<file path="src/rtl/assert_macros.svh">
// Assertion helpers shared by the RTL. Each macro takes a label, the clock,
// the active-low reset, a condition and the property that must follow.
`ifndef ASSERT_MACROS_SVH
`define ASSERT_MACROS_SVH

// The consequent must hold in the same cycle as the antecedent.
`define ASSERT_SAME(lbl, clk, rst_n, ante, cons) \
	lbl: assert property (@(posedge clk) disable iff (!rst_n) (ante) |-> (cons)) \
		else $error("same-cycle assertion failed");

// The consequent must hold in the cycle after the antecedent.
`define ASSERT_NEXT(lbl, clk, rst_n, ante, cons) \
	lbl: assert property (@(posedge clk) disable iff (!rst_n) (ante) |=> (cons)) \
		else $error("next-cycle assertion failed");

`endif

</file>
<file path="src/rtl/acp_pkg.sv">
package acp_pkg;

	typedef logic [7:0] byte_t;
	typedef logic [2:0] action_t;
	typedef logic [6:0] attr_t;
	typedef logic [9:0] param_t;

	localparam int unsigned DEFAULT_MAX_PARAMS = 8;

	localparam action_t ACT_PRINT     = 3'd0;
	localparam action_t ACT_BACKSPACE = 3'd1;
	localparam action_t ACT_SET_ATTR  = 3'd2;
	localparam action_t ACT_CLEAR     = 3'd3;
	localparam action_t ACT_CURSOR    = 3'd4;

	localparam byte_t CH_ESC       = 8'h1B;
	localparam byte_t CH_BACKSPACE = 8'h08;
	localparam byte_t CH_BRACKET   = 8'h5B;
	localparam byte_t CH_GREATER   = 8'h3E;
	localparam byte_t CH_SEMICOLON = 8'h3B;
	localparam byte_t CH_ZERO      = 8'h30;
	localparam byte_t CH_NINE      = 8'h39;
	localparam byte_t CH_LOWER_M   = 8'h6D;
	localparam byte_t CH_UPPER_J   = 8'h4A;
	localparam byte_t CH_LOWER_L   = 8'h6C;

	localparam attr_t  ATTR_RESET = 7'd7;
	localparam param_t SAT_LIMIT  = 10'd999;
	// All ones never occurs as a value, so it marks an empty parameter.
	localparam param_t PARAM_EMPTY = 10'h3FF;

	localparam param_t SGR_RESET  = 10'd0;
	localparam param_t SGR_BRIGHT = 10'd1;
	localparam param_t SGR_FG_LO  = 10'd30;
	localparam param_t SGR_FG_HI  = 10'd37;
	localparam param_t SGR_BG_LO  = 10'd40;
	localparam param_t SGR_BG_HI  = 10'd47;

	function automatic logic [2:0] bgr_to_rgb(input logic [2:0] c);
		logic [2:0] r;
		unique case (c)
			3'd0: r = 3'd0;
			3'd1: r = 3'd4;
			3'd2: r = 3'd2;
			3'd3: r = 3'd6;
			3'd4: r = 3'd1;
			3'd5: r = 3'd5;
			3'd6: r = 3'd3;
			default: r = 3'd7;
		endcase
		return r;
	endfunction

	function automatic logic is_alpha(input byte_t c);
		return ((c >= 8'h41) && (c <= 8'h5A)) || ((c >= 8'h61) && (c <= 8'h7A));
	endfunction

endpackage

</file>
<file path="src/rtl/acp_in_if.sv">
interface acp_in_if;
	import acp_pkg::*;

	logic  valid;
	logic  ready;
	byte_t byte_in;

	modport source (output valid, output byte_in, input ready);
	modport sink (input valid, input byte_in, output ready);
endinterface

</file>
<file path="src/rtl/acp_out_if.sv">
interface acp_out_if;
	import acp_pkg::*;

	logic    valid;
	logic    ready;
	action_t action;
	byte_t   out_byte;
	attr_t   attribute;

	modport source (output valid, output action, output out_byte, output attribute,
		input ready);
	modport sink (input valid, input action, input out_byte, input attribute,
		output ready);
endinterface

</file>
<file path="src/rtl/ansi_escape_color_parser_top.sv">
// Console escape parser. Bytes arrive on in_ch, one per transfer; each byte
// gives zero or one console action on out_ch (print, backspace, set
// attribute, clear screen, cursor refresh), together with the colour
// attribute as it stands after that byte.
// An ordinary byte's action is in the output register in the cycle after
// the byte is taken. The SGR terminator 'm' walks the stored parameters
// through one shared compare-and-update unit, one parameter slot per cycle,
// over each slot in use (at most MAX_PARAMS); the EMIT state then loads the
// result into the output register, and no further byte is taken before
// that. in_ch.ready is low during the walk.
// The output register holds one result. A new byte is taken while a result
// waits only if out_ch takes that result in the same cycle; when the
// receiver stalls with a full register, in_ch.ready stays low until the
// transfer happens.
// Reset puts the block in printing mode with the attribute white on black
// (7) and the output register empty. The parameter store is not reset.
// The '[' mark has no effect on any action, so the byte is simply consumed.
module ansi_escape_color_parser_top #(
	parameter int unsigned MAX_PARAMS = acp_pkg::DEFAULT_MAX_PARAMS
) (
	input  logic            clk,
	input  logic            arst_n,
	acp_in_if.sink          in_ch,
	acp_out_if.source       out_ch
);
	import acp_pkg::*;

	localparam int unsigned IDX_W = (MAX_PARAMS > 1) ? $clog2(MAX_PARAMS) : 1;
	localparam logic [IDX_W-1:0] LAST_IDX = IDX_W'(MAX_PARAMS - 1);

	localparam logic [1:0] ST_IDLE = 2'd0;
	localparam logic [1:0] ST_WALK = 2'd1;
	localparam logic [1:0] ST_EMIT = 2'd2;

	logic [1:0]       state_q;
	logic             esc_q;
	logic             greater_q;
	logic [IDX_W-1:0] pidx_q;
	logic [IDX_W-1:0] walk_q;
	attr_t            colour_q;
	logic [2:0]       fg_q;
	logic [2:0]       bg_q;
	logic             hi_q;
	param_t           store_q [MAX_PARAMS];

	logic    out_valid_q;
	action_t out_action_q;
	byte_t   out_byte_q;
	attr_t   out_attr_q;

	logic             out_free;
	logic             in_fire;
	byte_t            c;
	logic             is_digit;
	logic [IDX_W-1:0] rd_idx;
	param_t           rd_val;
	logic [13:0]      acc;
	param_t           digit_val;
	logic [2:0]       fg_n;
	logic [2:0]       bg_n;
	logic             hi_n;
	logic             res_now;
	action_t          res_action;
	byte_t            res_byte;
	logic             sgr_start;

	assign out_free    = !out_valid_q || out_ch.ready;
	assign in_ch.ready = (state_q == ST_IDLE) && out_free;
	assign in_fire     = in_ch.valid && in_ch.ready;
	assign c           = in_ch.byte_in;
	assign is_digit    = (c >= CH_ZERO) && (c <= CH_NINE);

	assign out_ch.valid     = out_valid_q;
	assign out_ch.action    = out_action_q;
	assign out_ch.out_byte  = out_byte_q;
	assign out_ch.attribute = out_attr_q;

	// One read port on the parameter store: the walk owns it during an SGR
	// update, the digit path otherwise.
	assign rd_idx = (state_q == ST_WALK) ? walk_q : pidx_q;
	assign rd_val = store_q[rd_idx];

	always_comb begin
		acc = {1'b0, rd_val, 3'b000} + {3'b000, rd_val, 1'b0} + {10'd0, c[3:0]};
		if (rd_val == PARAM_EMPTY) begin
			digit_val = {6'd0, c[3:0]};
		end else if (acc > {4'd0, SAT_LIMIT}) begin
			digit_val = SAT_LIMIT;
		end else begin
			digit_val = acc[9:0];
		end
	end

	// Shared SGR unit: applies one stored code to the working colour.
	always_comb begin
		fg_n = fg_q;
		bg_n = bg_q;
		hi_n = hi_q;
		if (rd_val != PARAM_EMPTY) begin
			priority if ((rd_val >= SGR_FG_LO) && (rd_val <= SGR_FG_HI)) begin
				fg_n = bgr_to_rgb(3'(rd_val - SGR_FG_LO));
			end else if ((rd_val >= SGR_BG_LO) && (rd_val <= SGR_BG_HI)) begin
				bg_n = bgr_to_rgb(3'(rd_val - SGR_BG_LO));
			end else if (rd_val == SGR_BRIGHT) begin
				hi_n = 1'b1;
			end else if (rd_val == SGR_RESET) begin
				fg_n = 3'd7;
				bg_n = 3'd0;
				hi_n = 1'b0;
			end else begin
				hi_n = hi_q;
			end
		end
	end

	always_comb begin
		res_now    = 1'b0;
		res_action = ACT_PRINT;
		res_byte   = '0;
		sgr_start  = 1'b0;
		if (!esc_q) begin
			if (c == CH_BACKSPACE) begin
				res_now    = 1'b1;
				res_action = ACT_BACKSPACE;
			end else if (c != CH_ESC) begin
				res_now  = 1'b1;
				res_byte = c;
			end
		end else if ((c != CH_BRACKET) && (c != CH_GREATER) && !is_digit
			&& (c != CH_SEMICOLON) && is_alpha(c)) begin
			if (c == CH_LOWER_M) begin
				sgr_start = 1'b1;
			end else if (c == CH_UPPER_J) begin
				res_now    = 1'b1;
				res_action = ACT_CLEAR;
			end else if ((c == CH_LOWER_L) && greater_q) begin
				res_now    = 1'b1;
				res_action = ACT_CURSOR;
			end
		end
	end

	always_ff @(posedge clk or negedge arst_n) begin
		if (!arst_n) begin
			state_q   <= ST_IDLE;
			esc_q     <= 1'b0;
			greater_q <= 1'b0;
			pidx_q    <= '0;
			walk_q    <= '0;
			colour_q  <= ATTR_RESET;
		end else begin
			unique case (state_q)
				ST_IDLE: begin
					if (in_fire) begin
						if (!esc_q) begin
							if (c == CH_ESC) begin
								esc_q     <= 1'b1;
								pidx_q    <= '0;
								greater_q <= 1'b0;
							end
						end else if (c == CH_GREATER) begin
							greater_q <= 1'b1;
						end else if ((c == CH_SEMICOLON) && (pidx_q != LAST_IDX)) begin
							pidx_q <= pidx_q + 1'b1;
						end else if ((c != CH_BRACKET) && !is_digit
							&& (c != CH_SEMICOLON)) begin
							esc_q <= 1'b0;
							if (sgr_start) begin
								state_q <= ST_WALK;
								walk_q  <= '0;
							end else begin
								pidx_q <= '0;
							end
						end
					end
				end
				ST_WALK: begin
					walk_q <= walk_q + 1'b1;
					if (walk_q == pidx_q) begin
						colour_q <= {bg_n, hi_n, fg_n};
						pidx_q   <= '0;
						state_q  <= ST_EMIT;
					end
				end
				ST_EMIT: begin
					if (out_free) begin
						state_q <= ST_IDLE;
					end
				end
				default: begin
					state_q <= ST_IDLE;
				end
			endcase
		end
	end

	// Parameter store and working colour carry no reset.
	always_ff @(posedge clk) begin
		if (in_fire) begin
			if (!esc_q && (c == CH_ESC)) begin
				store_q[0] <= '0;
			end else if (esc_q && is_digit) begin
				store_q[pidx_q] <= digit_val;
			end else if (esc_q && (c == CH_SEMICOLON) && (pidx_q != LAST_IDX)) begin
				store_q[pidx_q + 1'b1] <= PARAM_EMPTY;
			end
			if (sgr_start) begin
				fg_q <= colour_q[2:0];
				hi_q <= colour_q[3];
				bg_q <= colour_q[6:4];
			end
		end else if (state_q == ST_WALK) begin
			fg_q <= fg_n;
			bg_q <= bg_n;
			hi_q <= hi_n;
		end
	end

	always_ff @(posedge clk or negedge arst_n) begin
		if (!arst_n) begin
			out_valid_q <= 1'b0;
		end else if ((in_fire && res_now) || ((state_q == ST_EMIT) && out_free)) begin
			out_valid_q <= 1'b1;
		end else if (out_ch.ready) begin
			out_valid_q <= 1'b0;
		end
	end

	always_ff @(posedge clk) begin
		if (in_fire && res_now) begin
			out_action_q <= res_action;
			out_byte_q   <= res_byte;
			out_attr_q   <= colour_q;
		end else if ((state_q == ST_EMIT) && out_free) begin
			out_action_q <= ACT_SET_ATTR;
			out_byte_q   <= '0;
			out_attr_q   <= colour_q;
		end
	end

`include "assert_macros.svh"

	`ASSERT_SAME(a_walk_in_range, clk, arst_n, state_q == ST_WALK, walk_q <= pidx_q)
	`ASSERT_SAME(a_byte_only_on_print, clk, arst_n,
		out_valid_q && (out_action_q != ACT_PRINT), out_byte_q == '0)
	`ASSERT_NEXT(a_sgr_starts_walk, clk, arst_n, in_fire && sgr_start,
		(state_q == ST_WALK) && !esc_q)
	`ASSERT_SAME(a_busy_not_ready, clk, arst_n, state_q != ST_IDLE,
		!in_ch.ready && (pidx_q <= LAST_IDX))

endmodule
</file>
<file path="src/flat_wrapper.sv">
// flat-port wrapper written by rule: the top's interface ports become plain ports
module ansi_escape_color_parser_top_flat import acp_pkg::*;
#(
	parameter int unsigned MAX_PARAMS = acp_pkg::DEFAULT_MAX_PARAMS
)
  (clk, arst_n, in_ch_valid, in_ch_byte_in, in_ch_ready, out_ch_valid, out_ch_action, out_ch_out_byte, out_ch_attribute, out_ch_ready);
  acp_in_if in_ch_i ();
  acp_out_if out_ch_i ();
  input  logic clk;
  input  logic arst_n;
  input wire logic [$bits(in_ch_i.valid)-1:0] in_ch_valid;
  input wire logic [$bits(in_ch_i.byte_in)-1:0] in_ch_byte_in;
  output wire logic [$bits(in_ch_i.ready)-1:0] in_ch_ready;
  output wire logic [$bits(out_ch_i.valid)-1:0] out_ch_valid;
  output wire logic [$bits(out_ch_i.action)-1:0] out_ch_action;
  output wire logic [$bits(out_ch_i.out_byte)-1:0] out_ch_out_byte;
  output wire logic [$bits(out_ch_i.attribute)-1:0] out_ch_attribute;
  input wire logic [$bits(out_ch_i.ready)-1:0] out_ch_ready;
  assign in_ch_i.valid = in_ch_valid;
  assign in_ch_i.byte_in = in_ch_byte_in;
  assign in_ch_ready = in_ch_i.ready;
  assign out_ch_valid = out_ch_i.valid;
  assign out_ch_action = out_ch_i.action;
  assign out_ch_out_byte = out_ch_i.out_byte;
  assign out_ch_attribute = out_ch_i.attribute;
  assign out_ch_i.ready = out_ch_ready;
  ansi_escape_color_parser_top #(.MAX_PARAMS(MAX_PARAMS)) u_core (.clk(clk), .arst_n(arst_n), .in_ch(in_ch_i), .out_ch(out_ch_i));
endmodule
</file>
<file path="config.mk">
export PLATFORM = sky130hd
export DESIGN_NAME = ansi_escape_color_parser_top_flat
export DESIGN_NICKNAME = d
export VERILOG_FILES = /design/src/rtl/acp_pkg.sv /design/src/rtl/acp_in_if.sv /design/src/rtl/acp_out_if.sv /design/src/rtl/ansi_escape_color_parser_top.sv /design/src/flat_wrapper.sv
export VERILOG_INCLUDE_DIRS = /design/src /design/src/rtl
export SDC_FILE = /design/constraint.sdc
export NUM_CORES = 1
export LEC_CHECK = 0
export BUFFER_PORTS_ARGS = -buffer_cell sky130_fd_sc_hd__clkbuf_2
export CAP_MARGIN = 10
export CORE_MARGIN = 10
export CORE_UTILIZATION = 25
export CTS_CLUSTER_SIZE = 28
export DETAILED_ROUTE_END_ITERATION = 10
export PLACE_DENSITY_LB_ADDON = 0.15
export SLEW_MARGIN = 20
export SYNTH_ARGS = -nofsm -noshare
export SYNTH_HDL_FRONTEND = slang
export SYNTH_SLANG_ARGS = --single-unit
</file>
<file path="constraint.sdc">
create_clock -name clk -period 12.85 [get_ports clk]
set_input_delay 3.855 -clock clk [delete_from_list [all_inputs] [get_ports clk]]
set_output_delay 3.855 -clock clk [all_outputs]
set_load 0.05 [all_outputs]
</file>
==> results.ini <==
[status]
outcome=completed

[power_and_ir_drop]
finalPower_mw=1.42
pwr_density_cell_nw_per_um2=193
p_leak_nw=2.65
peakVddDrop_mv=0.0945

[cts]
htreeDepth=4
cts_buffers=17
cts.sinks=123
clk_latency_ns=0.42
post_cts_resized=0
clockBufferDepth=2
cts_tree=built
cts_setup_buffers=0
clk_pin_slew_worst_paths_ns=0.05
cts_root_buffer=clkbuf_16
ctsHoldBuffers=0

[routing]
post_drt_wl_per_cell_microns=18.1
drcViolationCount=0
first_iter_violations=238
routed_via_density=4.76
num_vias=4254
first_pass_iters=4
drt_wl_total_microns=16100
antenna_left=0

[floorplanning]
start_util_pct=25.5
dieArea_sq_um=31700
dieHeight_microns=178
io_pins=32
core_sq_um=24500
die_x_microns=178
std_cell_rows=57

[cells_and_area]
multi_input_area_sq_um=2440
final_cells=894
drive_gt1_share_pct=17.4
final_nets=594
final_common_cell=edfxtp_1
fillCellCount=2484
layout_common_cells=105 x edfxtp_1, 75 x nand2_1, 31 x clkbuf_2
regArea_sq_um=3610
diodes=0
area_delta_synth_final_pct=18.0

[logic_synthesis]
synth_nets=553
synth-seq-area-share_pct=57.7
avgSynthCellArea_sq_um=12.1
synth_cell_types=66
synth_warnings=0
synth_edf_count=105
synth_top_cell_by_area=edfxtp_1
postSynthCellCount=516
synth.top_cell.area_share_pct=50.5
synth-seq-cells=123
ys_async_sr_fraction_pct=14.6
ys.flop_type=edfxtp_1
netlist_area_sq_um=6250
synthTopCellsByArea=edfxtp_1 50%, dfrtp_1 6.0%, ha_1 4.6%, nand2_1 4.5%, mux2i_1 2.4%

[timing]
fmax_mhz=118
hold_viol_final=0
timing.final.crit_share_pct=65.7
rsz0062_at_grt=no
finalClockSkew_ns=0.0111
tightest_slew_ns=1.02
slew_violations=0
report.final.setup_viol=0
setup_tns_ns=0
period_minus_slack_ns=8.45
maxSlewHeadroom_pct=31.6

[placed_design]
numPlacedInstances=861
place.gp.congestion=0.787
dpl.hpwl_microns=11200
io_buffer_count=31

[min_path]
worstHoldPathCells=0
hold_path.class=reg2reg

[job]
maxCapViolCount=0

[grt]
grt-ovfl-total=0
grt_max_degree=34
grt_pass1_wl_microns=25300
grt_antenna_before_repair=0
grt_pass1_vias=4308
grt_use_total_pct=10.6

[setup_path]
arrival_ns=4.59
worstPathRequired_ns=8.99
critPathMaxFanout=3
start_kind=input pin
r2r_cells=16
cp-end-kind=primary output
timing_worst_setup_path_type=in2out

where the power goes:
group,internal (mW),total [mW],switching (mW)
sequential,0.437,0.446,0.00901
combinational,0.196,0.512,0.316
clock,0.285,0.466,0.180
layout make-up:
cell class	count	share of cell area, %
sequential	123	48.9
multi-input combinational	348	33.2
inverter	25	1.27
tap	324	5.50
clock buffer	18	5.82
clock inverter	14	1.99
timing repair buffer	42	3.33
flip-flops by register name (all words and copies together) (netlist names), 2 cells and up:
signal                   flops
u_core.store_q              80
u_core.out_ch.out_byte       8
u_core.colour_q              7
u_core.out_ch.attribute      7
u_core.bg_q                  3
u_core.fg_q                  3
u_core.out_ch.action         3
u_core.pidx_q                3
u_core.walk_q                3
u_core.state_q               2
through the flow:
| stage | area, sq um | util (%) | hold slack (ns) | setup WS, ns |
|---|---|---|---|---|
| floorplan | 6250 | - | 0.437 | 3.98 |
| global placement | 6780 | 27.7 | 0.462 | 4.45 |
| detailed placement | 6780 | 27.7 | 0.472 | 4.43 |
| CTS | 7360 | 30.1 | 0.480 | 4.43 |
| global route | 7370 | 30.1 | 0.503 | 4.40 |
| finish | 7370 | 30.1 | 0.479 | 4.40 |
routing by layer:
metal / up-vias / track usage, % / wire [microns]
met2: 81 / 17.5 / 7780
met5: - / 0 / 0
met1: 2116 / 13.3 / 7510
met3: 11 / 2.77 / 651
met4: 0 / 3.23 / 204
li1: 2046 / - / -
logic make-up after synthesis:
| family | Yosys count | synth area share [%] |
|---|---|---|
| adders and majority gates | 25 | 5.25 |
| muxes | 33 | 6.69 |
| buffers and inverters | 45 | 3.18 |
| xor gates and xnor gates | 10 | 1.40 |
| AOI/OAI and AO/OA | 106 | 11.8 |
| and+or+nand+nor | 174 | 13.9 |
| DFF | 123 | 57.7 |
synthesized netlist by cell type (3+ instances only):
cell	instances
buf_4	5
o21ai_1	11
and4_1	4
dfstp_2	3
xnor2_1	6
a211o_1	3
inv_1	23
o22ai_1	6
nand4_1	6
buf_2	3
clkbuf_1	11
nor4_1	9
a31oi_1	4
o221ai_1	5
a32oi_1	5
ha_1	23
edfxtp_1	105
dfrtp_1	15
a211oi_1	15
mux4_2	4
o22a_1	3
nor3_1	4
mux2_2	10
nand2_1	75
nor2b_1	10
o21ai_0	12
and2_1	12
a21oi_1	16
nor2_1	19
nand3_1	12
xor2_1	4
a2111oi_0	4
mux2i_1	15
a21o_1	4
nand2b_1	5
o31ai_1	4
worst max-delay path, cell delays in order:
cell and delay (ns):
clkbuf_2 0.08, nor2b_1 0.05, nor3_1 0.26, clkbuf_2 0.34
worst paths after layout:
check / start / endpoint / slack [ns]
setup / recovery: out_ch_ready / in_ch_ready / 4.40
hold / removal: u_core.colour_q[3]$_DFFE_PN0P_ / u_core.out_ch.attribute[3]$_DFFE_PP_ / 0.48
setup reg to reg: u_core.state_q[1]$_DFFE_PN0P_ / u_core.store_q[2][0]$_DFFE_PP_ / 6.26
hold reg to reg: u_core.colour_q[3]$_DFFE_PN0P_ / u_core.out_ch.attribute[3]$_DFFE_PP_ / 0.48
max in group asynchronous: arst_n / u_core.colour_q[2]$_DFFE_PN1P_ / 9.06
min in group asynchronous: arst_n / u_core.walk_q[1]$_DFFE_PN0P_ / 3.41
No activity file was read; power rests on OpenSTA's default activity.
